--- src/hdl/obb_pkg.sv ---
// Shared widths, stage count and the mid-pipeline bundle for the OBB overlap test.
// No dependencies; imported by every RTL module except obb_checker.
package obb_pkg;

  localparam int NUM_STAGES = 5;

  localparam int POS_W      = 32;  // Q16.16 center coordinate
  localparam int DIFF_W     = 33;  // center difference
  localparam int HALF_W     = 31;  // UQ15.16 half extent
  localparam int TRIG_W     = 16;  // Q2.14 cos / sin
  localparam int TPROD_W    = 32;  // trig product
  localparam int CS_W       = 32;  // |cos diff| / |sin diff| magnitude
  localparam int DPROD_W    = 49;  // difference times trig
  localparam int DMAG_W     = 49;  // projected distance magnitude
  localparam int RPROD_W    = 63;  // half extent times cs magnitude
  localparam int ACC_W      = 64;  // Q.44 comparison width
  localparam int OWN_SHIFT  = 28;
  localparam int DIST_SHIFT = 14;

  // Handoff from the front datapath to the back datapath
  typedef struct packed {
    logic signed [DPROD_W-1:0] dx_ca;
    logic signed [DPROD_W-1:0] dy_sa;
    logic signed [DPROD_W-1:0] dy_ca;
    logic signed [DPROD_W-1:0] dx_sa;
    logic signed [DPROD_W-1:0] dx_cb;
    logic signed [DPROD_W-1:0] dy_sb;
    logic signed [DPROD_W-1:0] dy_cb;
    logic signed [DPROD_W-1:0] dx_sb;
    logic [CS_W-1:0]           c;
    logic [CS_W-1:0]           s;
    logic [HALF_W-1:0]         ahw;
    logic [HALF_W-1:0]         ahh;
    logic [HALF_W-1:0]         bhw;
    logic [HALF_W-1:0]         bhh;
  } obb_mid_t;

endpackage

--- src/hdl/obb_pipe_ctl.sv ---
// Valid bits and stage enables for the OBB pipeline.
// Depends on obb_pkg.
module obb_pipe_ctl (
  input  logic                          clk,
  input  logic                          rst,
  input  logic                          pair_valid,
  output logic                          pair_ready,
  output logic                          result_valid,
  input  logic                          result_ready,
  output logic [obb_pkg::NUM_STAGES-1:0] en
);
  import obb_pkg::*;

  logic [NUM_STAGES-1:0] vld;

  // a stage loads when it is empty or the stage after it moves on
  always_comb begin
    en[NUM_STAGES-1] = !vld[NUM_STAGES-1] || result_ready;
    for (int i = NUM_STAGES - 2; i >= 0; i--) begin
      en[i] = !vld[i] || en[i+1];
    end
  end

  always_ff @(posedge clk) begin
    if (rst) begin
      vld <= '0;
    end else begin
      if (en[0]) begin
        vld[0] <= pair_valid;
      end
      for (int i = 1; i < NUM_STAGES; i++) begin
        if (en[i]) begin
          vld[i] <= vld[i-1];
        end
      end
    end
  end

  assign pair_ready   = en[0];
  assign result_valid = vld[NUM_STAGES-1];

endmodule

--- config.mk ---
export PLATFORM = sky130hd
export DESIGN_NAME = obb_pipe_ctl
export DESIGN_NICKNAME = d
export VERILOG_FILES = /design/src/hdl/obb_pkg.sv /design/src/hdl/obb_pipe_ctl.sv
export SDC_FILE = /design/constraint.sdc
export NUM_CORES = 1
export LEC_CHECK = 0
export BUFFER_PORTS_ARGS = -buffer_cell sky130_fd_sc_hd__buf_2
export CAP_MARGIN = 0
export CORE_AREA = 4 4 41 43
export CTS_BUF_LIST = sky130_fd_sc_hd__clkbuf_8
export DETAILED_ROUTE_END_ITERATION = 10
export DIE_AREA = 0 0 45 47
export HOLD_SLACK_MARGIN = 0.1
export PLACE_DENSITY = 0.32
export SYNTH_ARGS = -nofsm -noshare
export SYNTH_HDL_FRONTEND = slang
export SYNTH_SLANG_ARGS = --single-unit
--- constraint.sdc ---
create_clock -name clk -period 1.05 [get_ports clk]
set_input_delay 0.105 -clock clk [delete_from_list [all_inputs] [get_ports clk]]
set_output_delay 0.105 -clock clk [all_outputs]
set_load 0.02 [all_outputs]
==> results of run 1 <==
[critical path: cells and delay by family, from the launching register on]
family	cells	cell delay, ns
flops	1	0.34
buf+inv	2	0.24
simple gates	1	0.27
[kinds of logic after synthesis]
family                 Yosys count  synth area share, %
buffers and inverters            6                 12.0
AND/OR/NAND/NOR                  7                 22.9
flip-flops                       5                 45.7
AO/OA/AOI/OAI                    5                 19.4
[area by class of cell]
class | instances | area share (%)
clock inverter | 1 | 1.01
inverter | 5 | 5.07
multi-input combinational | 12 | 28.4
sequential | 5 | 28.4
tap | 15 | 5.07
timing repair buffer | 10 | 20.9
clock buffer | 3 | 11.1
[stage by stage]
step | cells | utilization [%]
4_1_cts | 51 | 28.4
6_report | 51 | 28.5
2_1_floorplan | 23 | -
3_5_place_dp | 47 | 22.8
5_1_grt | 51 | 28.5
3_3_place_gp | 47 | 22.8
[layer usage]
metal / vias to the layer above / share of wire (%)
met5: - / 0
met4: 0 / 3.8
met3: 4 / 10
met2: 12 / 43
met1: 92 / 42
li1: 101 / -
[layout by cell type, fill, tap and decap left out]
master,count
dfxtp_1,3
clkbuf_8,3
a21oi_1,3
buf_2,5
buf_6,4
dfxtp_2,1
nand2_1,1
dfxtp_4,1
inv_2,1
buf_4,1
or2b_2,1
nand3_4,1
and4b_2,1
o31ai_4,1
nand2b_1,1
nand3b_1,2
inv_1,5
o22ai_1,1
[power by group through the flow]
stage | combinational [uW] | sequential (uW) | clock [uW]
final | 24.8 | 201 | 344
after global routing | 28.0 | 202 | 360
after CTS | 25.1 | 201 | 355
after detailed placement | 24.6 | 204 | 0
after global placement | 23.8 | 204 | 0
after floorplan | 11.6 | 203 | 0
[final timing paths]
kind              cells after the start  slack (ns)      to       start
setup / recovery                      3       -0.13   en[2]      vld[4]
hold reg to reg                       2        0.44  vld[3]      vld[2]
hold / removal                        3        0.15  vld[0]  pair_valid
setup reg to reg                      3        0.12  vld[1]      vld[4]
[timing repair]
| action | in CTS | in global routing |
|---|---|---|
| hold endpoints to repair | 0 | 0 |
| resized for setup | 9 | 1 |
| setup endpoints to repair | 5 | 5 |
| cloned | 0 | 0 |
| pin swaps | 1 | 1 |
==> impl_metrics.py, run 1 <==
metrics = {
    "routing": {
        "drcViolationCount": 0,
        "via_per_inst": 4.10,
        "ant_nets": 0,
        "num_vias": 209,
        "drtIter0Drc": 0,
        "wirelength_um": 521,
        "wire_per_inst_um": 10.2,
        "first_pass_iters": 1,
    },
    "timing": {
        "drv_slew": 0,
        "fin_crit_ns": 1.18,
        "setup_viol_count_final": 5,
        "relSlewSlack_pct": 87.4,
        "period_share_pct": 112,
        "rsz0062_at_grt": "true",
        "worstMarginPinSlew_ns": 0.188,
        "holdWs_ns": 0.151,
        "fin_skew_ns": 0.000226,
        "layout_setup_ws_ns": -0.128,
        "setup_tns_ns": -0.550,
        "final_hold_viol_count": 0,
        "max_freq_ghz": 0.849,
    },
    "setup_path": {
        "path_max_fanout": 4,
        "cpMaxStageDelayCell": "dfxtp_4",
        "cp.arrival_ns": 1.07,
        "crit_path_start_kind": "register",
        "max_stage_delay_ns": 0.34,
        "required_ns": 0.94,
        "crit_path_end_kind": "output port",
        "critPathKind": "reg2out",
        "cp_cell_sequence": "and4b_2, inv_2, buf_4",
    },
    "floorplan": {
        "start_util_pct": 16.8,
        "die_w_um": 45,
        "die_area_um2": 2120,
        "fp.coreArea_um2": 1300,
        "pin_count": 11,
        "std_cell_rows": 13,
        "die_h_um": 47,
    },
    "place": {
        "place_area_um2": 297,
        "routabilityCongestion": 0.670,
        "port_buffers": 10,
        "place_hpwl_um": 427,
        "post-place-ws_ns": 0.0794,
    },
    "global_route": {
        "grtUsageMet2_pct": 8.47,
        "grt_max_degree": 8,
        "use_met1_pct": 6.36,
        "grt_pass1_vias": 221,
        "grt_pass1_wl_um": 848,
        "grt_use_met3_pct": 2.30,
        "busiest_layer": "met4",
        "antenna_found_initial": 0,
        "grt_overflow": 0,
        "grtUsageTotal_pct": 6.24,
    },
    "pwr": {
        "switchingPower_uw": 113,
        "power_density_nw_per_um2": 1540,
        "netSwitchingFraction_pct": 19.8,
        "internal-power_uw": 457,
        "p_leak_uw": 0.000145,
        "ir_drop_mv": 0.534,
        "p_total_uw": 570,
        "p_clk_share_pct": 60.4,
        "sequentialPowerShare_pct": 35.3,
        "power_frac_comb_pct": 4.4,
    },
    "clocking": {
        "ctsRootBufferMaster": "clkbuf_8",
        "clk_pin_slew_worst_paths_ns": 0.03,
        "cts_setup_buffers": 0,
        "cts_sinks": 5,
        "cts.path.max_buffers": 2,
        "hold_buffers": 0,
        "tritoncts": "yes",
        "cts_made_buffers": 3,
        "clock_latency_ns": 0.22,
        "cts_max_level": 1,
    },
    "status": {
        "outcome": "finished with violations",
        "violations": "negative setup slack",
    },
    "logic_synthesis": {
        "synthTopCellsByArea": "dfxtp_1 (46%), o31ai_4 (9.7%), a21oi_1 (6.9%)",
        "yosys-top-cells-count": "dfxtp_1 (5), inv_1 (4), a21oi_1 (3)",
        "avgSynthCellArea_um2": 9.52,
        "synth-seq-area-share_pct": 45.7,
        "synth_top_cell_area_share_pct": 45.7,
        "synth_async_sr_flop_share_pct": 0,
        "synth_area_leader_cell": "dfxtp_1",
        "synth_edf_count": 0,
        "synthFlopType": "dfxtp_1",
        "syn-num-nets": 27,
        "ys_ff_latch": 5,
        "synthesis.area_um2": 219,
        "yosysUniqueCellTypes": 13,
        "ys.warnings.count": 0,
        "syn_inst": 23,
        "yosysMostFrequentCell": "dfxtp_1",
    },
    "layout": {
        "fin_nets": 41,
        "multi_input_area_um2": 105,
        "fill_cells": 153,
        "syn_to_final_growth_pct": 69.1,
        "antenna_cells": 0,
        "top_regs": "vld: 5 flops",
        "seq_area_um2": 105,
        "finish.instance_area_um2": 370,
        "largest_register": "vld",
        "largest_reg_flops": 5,
        "drive_gt1_share_pct": 55.6,
    },
    "hold_path": {
        "min_path_type": "in2reg",
    },
    "job": {
        "cap_violations": 0,
    },
}
Note: power is estimated with default switching activity, not from simulation.
==> run 2: changes to the inputs <==
==> constraint.sdc (replaced) <==
create_clock -name clk -period 1.05 [get_ports clk]
set_input_delay 0.0525 -clock clk [delete_from_list [all_inputs] [get_ports clk]]
set_output_delay 0.0525 -clock clk [all_outputs]
set_load 0.02 [all_outputs]
==> run 2 against run 1 <==
The flow still finishes with violations (negative setup slack). Core utilization rose by 2.5 points. Register-to-register slack about the same. Wire length increased by 1.3%. Non-clock buffer count rose by 4. Die area stayed put. Worst setup slack improved by 0.041 ns. Critical path depth unchanged. Via count grew 2.9%. Sequential share of layout area down 2.9 points. Cell count increased by 7.8%. Final area rose by 8.8%. Critical endpoint unchanged. Highest routed layer unchanged.
==> impl_metrics.py, run 2 (same netlist as run 1, synthesis figures left out) <==
metrics = {
    "clocking": {
        "cts_made_buffers": 3,
        "clk_pin_slew_worst_paths_ns": 0.04,
        "cts_sinks": 5,
        "tritoncts": "yes",
        "ctsRootBufferMaster": "clkbuf_8",
        "cts_max_level": 1,
        "cts.path.max_buffers": 2,
        "clock_latency_ns": 0.22,
    },
    "setup_path": {
        "required_ns": 1.00,
        "critPathKind": "reg2out",
        "crit_path_end_kind": "output port",
        "path_max_fanout": 4,
        "cp.arrival_ns": 1.08,
        "crit_path_start_kind": "register",
    },
    "pwr": {
        "ir_drop_mv": 0.723,
        "p_leak_uw": 0.000164,
        "power_density_nw_per_um2": 1440,
    },
    "layout": {
        "syn_to_final_growth_pct": 84.0,
        "largest_reg_flops": 5,
        "instances_no_fill": 55,
        "finish.instance_area_um2": 403,
        "fill_cells": 152,
        "top_regs": "vld: 5 flops",
        "layout_common_cells": "inv_1 (5), buf_2 (5), buf_6 (4)",
        "post-route-util_pct": 31.0,
        "antenna_cells": 0,
        "drive_gt1_share_pct": 55.0,
        "fin_nets": 45,
        "largest_register": "vld",
    },
    "global_route": {
        "grt_pass1_wl_um": 924,
        "grt_max_degree": 8,
        "grtUsageTotal_pct": 6.64,
        "grt_pass1_vias": 224,
        "antenna_found_initial": 0,
        "grt_overflow": 0,
    },
    "timing": {
        "fin_skew_ns": 0.000847,
        "rsz0062_at_grt": "true",
        "holdWs_ns": 0.142,
        "final_hold_viol_count": 0,
        "drv_slew": 0,
        "max_freq_ghz": 0.879,
        "worstMarginPinSlew_ns": 0.192,
        "layout_setup_ws_ns": -0.0872,
        "period_share_pct": 108,
        "fin_crit_ns": 1.14,
        "setup_viol_count_final": 5,
        "relSlewSlack_pct": 87.2,
    },
    "floorplan": {
        "std_cell_rows": 13,
        "pin_count": 11,
        "die_area_um2": 2120,
        "die_w_um": 45,
        "fp.coreArea_um2": 1300,
        "die_h_um": 47,
        "start_util_pct": 16.8,
    },
    "place": {
        "place_area_um2": 294,
        "routabilityCongestion": 0.579,
        "place_hpwl_um": 403,
        "post-place-ws_ns": 0.0963,
        "dp.cells": 47,
        "port_buffers": 10,
    },
    "routing": {
        "ant_nets": 0,
        "drtIter0Drc": 1,
        "wire_per_inst_um": 9.60,
        "num_vias": 215,
        "first_pass_iters": 2,
        "via_per_inst": 3.91,
        "wirelength_um": 528,
        "drcViolationCount": 0,
    },
    "status": {
        "violations": "negative setup slack",
        "outcome": "finished with violations",
    },
    "job": {
        "cap_violations": 0,
    },
    "hold_path": {
        "min_path_type": "in2reg",
    },
}
run 2: cell count changes in the layout (fill, tap and decap cells not counted):
cell	previous run	this run
dfxtp_4	1	0
buf_4	1	3
dfxtp_2	1	2
dlygate4sd3_1	0	2
run 2: layout make-up:
class	count	area, um2	share of cell area [%]
Multi-Input combinational cell	12	105	26.1
Clock buffer	3	41.3	10.2
Tap cell	15	18.8	4.66
Timing Repair Buffer	14	113	28.0
Sequential cell	5	103	25.5
Inverter	5	18.8	4.66
Clock inverter	1	3.75	0.932
run 2: per-layer routing:
metal	share of wire (%)	GRT usage (%)	up-vias
li1	-	-	111
met1	48	7.27	90
met2	38	8.47	12
met3	11	2.68	2
met4	3.2	8.77	0
met5	0	0	-
run 2: path summary, 6_finish.rpt:
| path | from | to | slack, ns | depth (start not counted) |
|---|---|---|---|---|
| min reg2reg | vld[2] | vld[3] | 0.44 | 2 |
| max reg2reg | vld[4] | vld[1] | 0.11 | 3 |
| min | result_ready | vld[4] | 0.14 | 3 |
| max | vld[4] | en[2] | -0.09 | 3 |
run 2: critical path, stage by stage (launching register included):
cell     delay, ns
dfxtp_2       0.34
and4b_2       0.29
inv_2         0.08
buf_4         0.16
run 2: where the power goes:
part           leakage [uW]  internal, uW  total (uW)  switching (uW)
clock network     0.0000269           251         345            94.7
logic             0.0000955          18.0        31.3            13.3
registers         0.0000418           197         204            6.42
run 2: timing repair:
action / 4_1_cts / 5_1_grt
endpoints found under the setup margin: 5 / 5
buffers inserted: 0 / 2
hold endpoints to repair: 2 / 0
hold buffers: 2 / 0
gates resized for setup: 10 / 0
pin swaps: 1 / 1
run 2: per-stage QoR:
stage	power, uW	TNS (ns)
6_report	580	-0.322
3_3_place_gp	230	0
3_5_place_dp	230	0
2_1_floorplan	217	0
4_1_cts	591	-0.418
5_1_grt	608	-0.518
==> run 3: changes to the inputs <==
ABC_AREA = 1   (was not set)
PLACE_DENSITY = 0.3   (was 0.32)
==> run 3 against run 2 <==
The run still ends with negative setup slack left. Sequential cell count stayed put. Clock-buffer cell count stayed put. Worst setup slack better by 0.044 ns. Final area is 13% lower. Die area unchanged. Register-to-register slack better by 0.09 ns. Non-clock buffer count fell by 1. Maximum frequency up 4.0%.
==> impl_metrics.py, run 3 <==
metrics = {
    "routing": {
        "drcViolationCount": 0,
        "wirelength_um": 455,
        "route.met3.wl_um": 60,
        "ant_nets": 0,
        "num_vias": 196,
        "dr_wl_met2_um": 192,
        "first_pass_iters": 3,
        "wire_per_inst_um": 8.43,
        "routed.top_layer": "met4",
        "drt-met1-wl_um": 190,
        "via_per_inst": 3.63,
        "drtIter0Drc": 1,
    },
    "hold_path": {
        "min_path_type": "in2reg",
        "hold_path.startpoint": "result_ready",
        "min_path_cells": 4,
        "min_to": "vld[4]",
    },
    "setup_path": {
        "r2r_cells": 4,
        "required_ns": 1.00,
        "path_max_fanout": 3,
        "cpMaxStageDelayCell": "dfxtp_4",
        "r2r_slack_ns": 0.20,
        "crit_path_start_kind": "register",
        "cp.arrival_ns": 1.04,
        "critPathKind": "reg2out",
        "crit_path_end_kind": "output port",
        "cp_cell_sequence": "nand3_4, nor2_4, nand3_2, buf_2",
        "r2r_end": "vld[0]",
        "rr_startpoint": "vld[4]",
        "max_stage_delay_ns": 0.35,
    },
    "layout": {
        "fin_nets": 44,
        "largest_reg_flops": 5,
        "drive_gt1_share_pct": 48.7,
        "fill_cells": 153,
        "antenna_cells": 0,
        "largest_register": "vld",
        "syn_to_final_growth_pct": 81.2,
        "seq_area_um2": 105,
        "multi_input_area_um2": 71.3,
        "layout_common_cells": "inv_1 (8), buf_2 (8), a21oi_1 (5)",
        "top_regs": "vld: 5 flops",
    },
    "timing": {
        "fin_crit_ns": 1.09,
        "fin_skew_ns": 0.00126,
        "max_freq_ghz": 0.914,
        "layout_setup_ws_ns": -0.0436,
        "rsz0062_at_grt": "true",
        "setup_viol_count_final": 3,
        "drv_slew": 0,
        "final_hold_viol_count": 0,
        "setup_tns_ns": -0.0965,
        "period_share_pct": 104,
        "worstMarginPinSlew_ns": 0.117,
        "relSlewSlack_pct": 92.2,
    },
    "place": {
        "post-place-ws_ns": 0.145,
        "port_buffers": 10,
        "place_hpwl_um": 345,
        "routabilityCongestion": 0.685,
    },
    "pwr": {
        "netSwitchingFraction_pct": 18.8,
        "switchingPower_uw": 106,
        "internal-power_uw": 459,
        "power_density_nw_per_um2": 1620,
        "power_frac_comb_pct": 4.5,
        "p_total_uw": 565,
        "ir_drop_mv": 1.36,
        "p_leak_uw": 0.000143,
        "sequentialPowerShare_pct": 35.2,
        "p_clk_share_pct": 60.3,
    },
    "clocking": {
        "cts_max_level": 1,
        "cts.path.max_buffers": 2,
        "cts_sinks": 5,
        "cts_made_buffers": 3,
        "clk_pin_slew_worst_paths_ns": 0.03,
        "ctsRootBufferMaster": "clkbuf_8",
        "tritoncts": "yes",
        "clock_latency_ns": 0.22,
    },
    "logic_synthesis": {
        "synth_top_cell_area_share_pct": 51.9,
        "synthesis.area_um2": 193,
        "yosysUniqueCellTypes": 7,
        "synthFlopType": "dfxtp_1",
        "synth_area_leader_cell": "dfxtp_1",
        "avgSynthCellArea_um2": 8.38,
        "ys_ff_latch": 5,
        "yosysMostFrequentCell": "inv_1",
        "ys.warnings.count": 0,
        "syn_inst": 23,
        "synth-seq-area-share_pct": 51.9,
        "synthTopCellsByArea": "dfxtp_1 (52%), inv_1 (14%), a21oi_1 (13%)",
        "yosys-top-cells-count": "inv_1 (7), a21oi_1 (5), dfxtp_1 (5)",
        "synth_edf_count": 0,
        "synth_async_sr_flop_share_pct": 0,
        "syn-num-nets": 27,
    },
    "floorplan": {
        "std_cell_rows": 13,
        "die_area_um2": 2120,
        "start_util_pct": 14.8,
        "pin_count": 11,
        "die_w_um": 45,
        "die_h_um": 47,
        "fp.coreArea_um2": 1300,
    },
    "status": {
        "outcome": "finished with violations",
        "violations": "negative setup slack",
    },
    "global_route": {
        "grt_pass1_vias": 200,
        "grtUsageTotal_pct": 6.16,
        "grt_overflow": 0,
        "grt_max_degree": 6,
        "grt_pass1_wl_um": 834,
        "antenna_found_initial": 0,
    },
    "job": {
        "cap_violations": 0,
    },
}
-- run 3: cell count changes in the layout (fill, tap and decap cells not counted), moves of 2 or more --
cell	previous run	this run
inv_1	5	8
nand3b_1	2	0
buf_6	4	0
buf_2	5	8
a21oi_1	3	5
-- run 3: critical path, delay by kind of cell, from the launching register on --
kind                   cells  cell delay [ns]
DFF                        1             0.35
and+or+nand+nor            3             0.31
buffers and inverters      1             0.17
-- run 3: worst max-delay path by stage --
stage,start,endpoint,slack (ns),cells after the start
finish,vld[4],en[0],-0.04,4
global placement,vld[3],en[0],0.16,4
floorplan,vld[4],en[0],0.004,4
CTS,vld[4],en[0],-0.05,4
global route,vld[4],en[0],-0.11,4
detailed placement,vld[3],en[0],0.15,4
-- run 3: cells by family after synthesis --
logic type / after synthesis / synth area share (%)
AND/OR/NAND/NOR: 5 / 17.5
buffers and inverters: 8 / 17.5
AO/OA/AOI/OAI: 5 / 13.0
flip-flops: 5 / 52.0
-- run 3: metal layers --
| layer | global-route usage [%] | vias up |
|---|---|---|
| li1 | - | 100 |
| met2 | 8.47 | 10 |
| met4 | 3.51 | 0 |
| met5 | 0 | - |
| met1 | 5.91 | 84 |
| met3 | 6.13 | 2 |
-- run 3: what timing repair did --
action / in CTS / in global routing
endpoints found under the hold margin: 5 / 0
setup endpoints to repair: 4 / 4
buffers inserted: 0 / 1
hold buffers: 2 / 0
resized for setup: 1 / 2
-- run 3: cell type report --
type	instances	share of cell area, %
clock inverter	1	1.08
multi-input combinational	10	20.4
inverter	7	7.53
clock buffer	3	11.8
timing repair buffer	13	23.7
tap	15	5.38
sequential	5	30.1
-- run 3: power by group through the flow --
stage          combinational (uW)  clock, uW  sequential (uW)
2_1_floorplan                8.87          0              202
3_3_place_gp                 18.8          0              202
3_5_place_dp                 19.4          0              202
4_1_cts                      25.0        353              199
5_1_grt                      29.1        367              200
6_report                     25.4        341              199
-- run 3: metrics by stage --
stage | instance area (um2) | utilization [%] | hold WS, ns | std cells
after global routing | 349 | 26.8 | 0.165 | 54
final | 349 | 26.8 | 0.144 | 54
after global placement | 270 | 20.8 | 0.280 | 47
after CTS | 337 | 25.9 | 0.149 | 53
after floorplan | 209 | - | 0.112 | 23
after detailed placement | 270 | 20.8 | 0.284 | 47
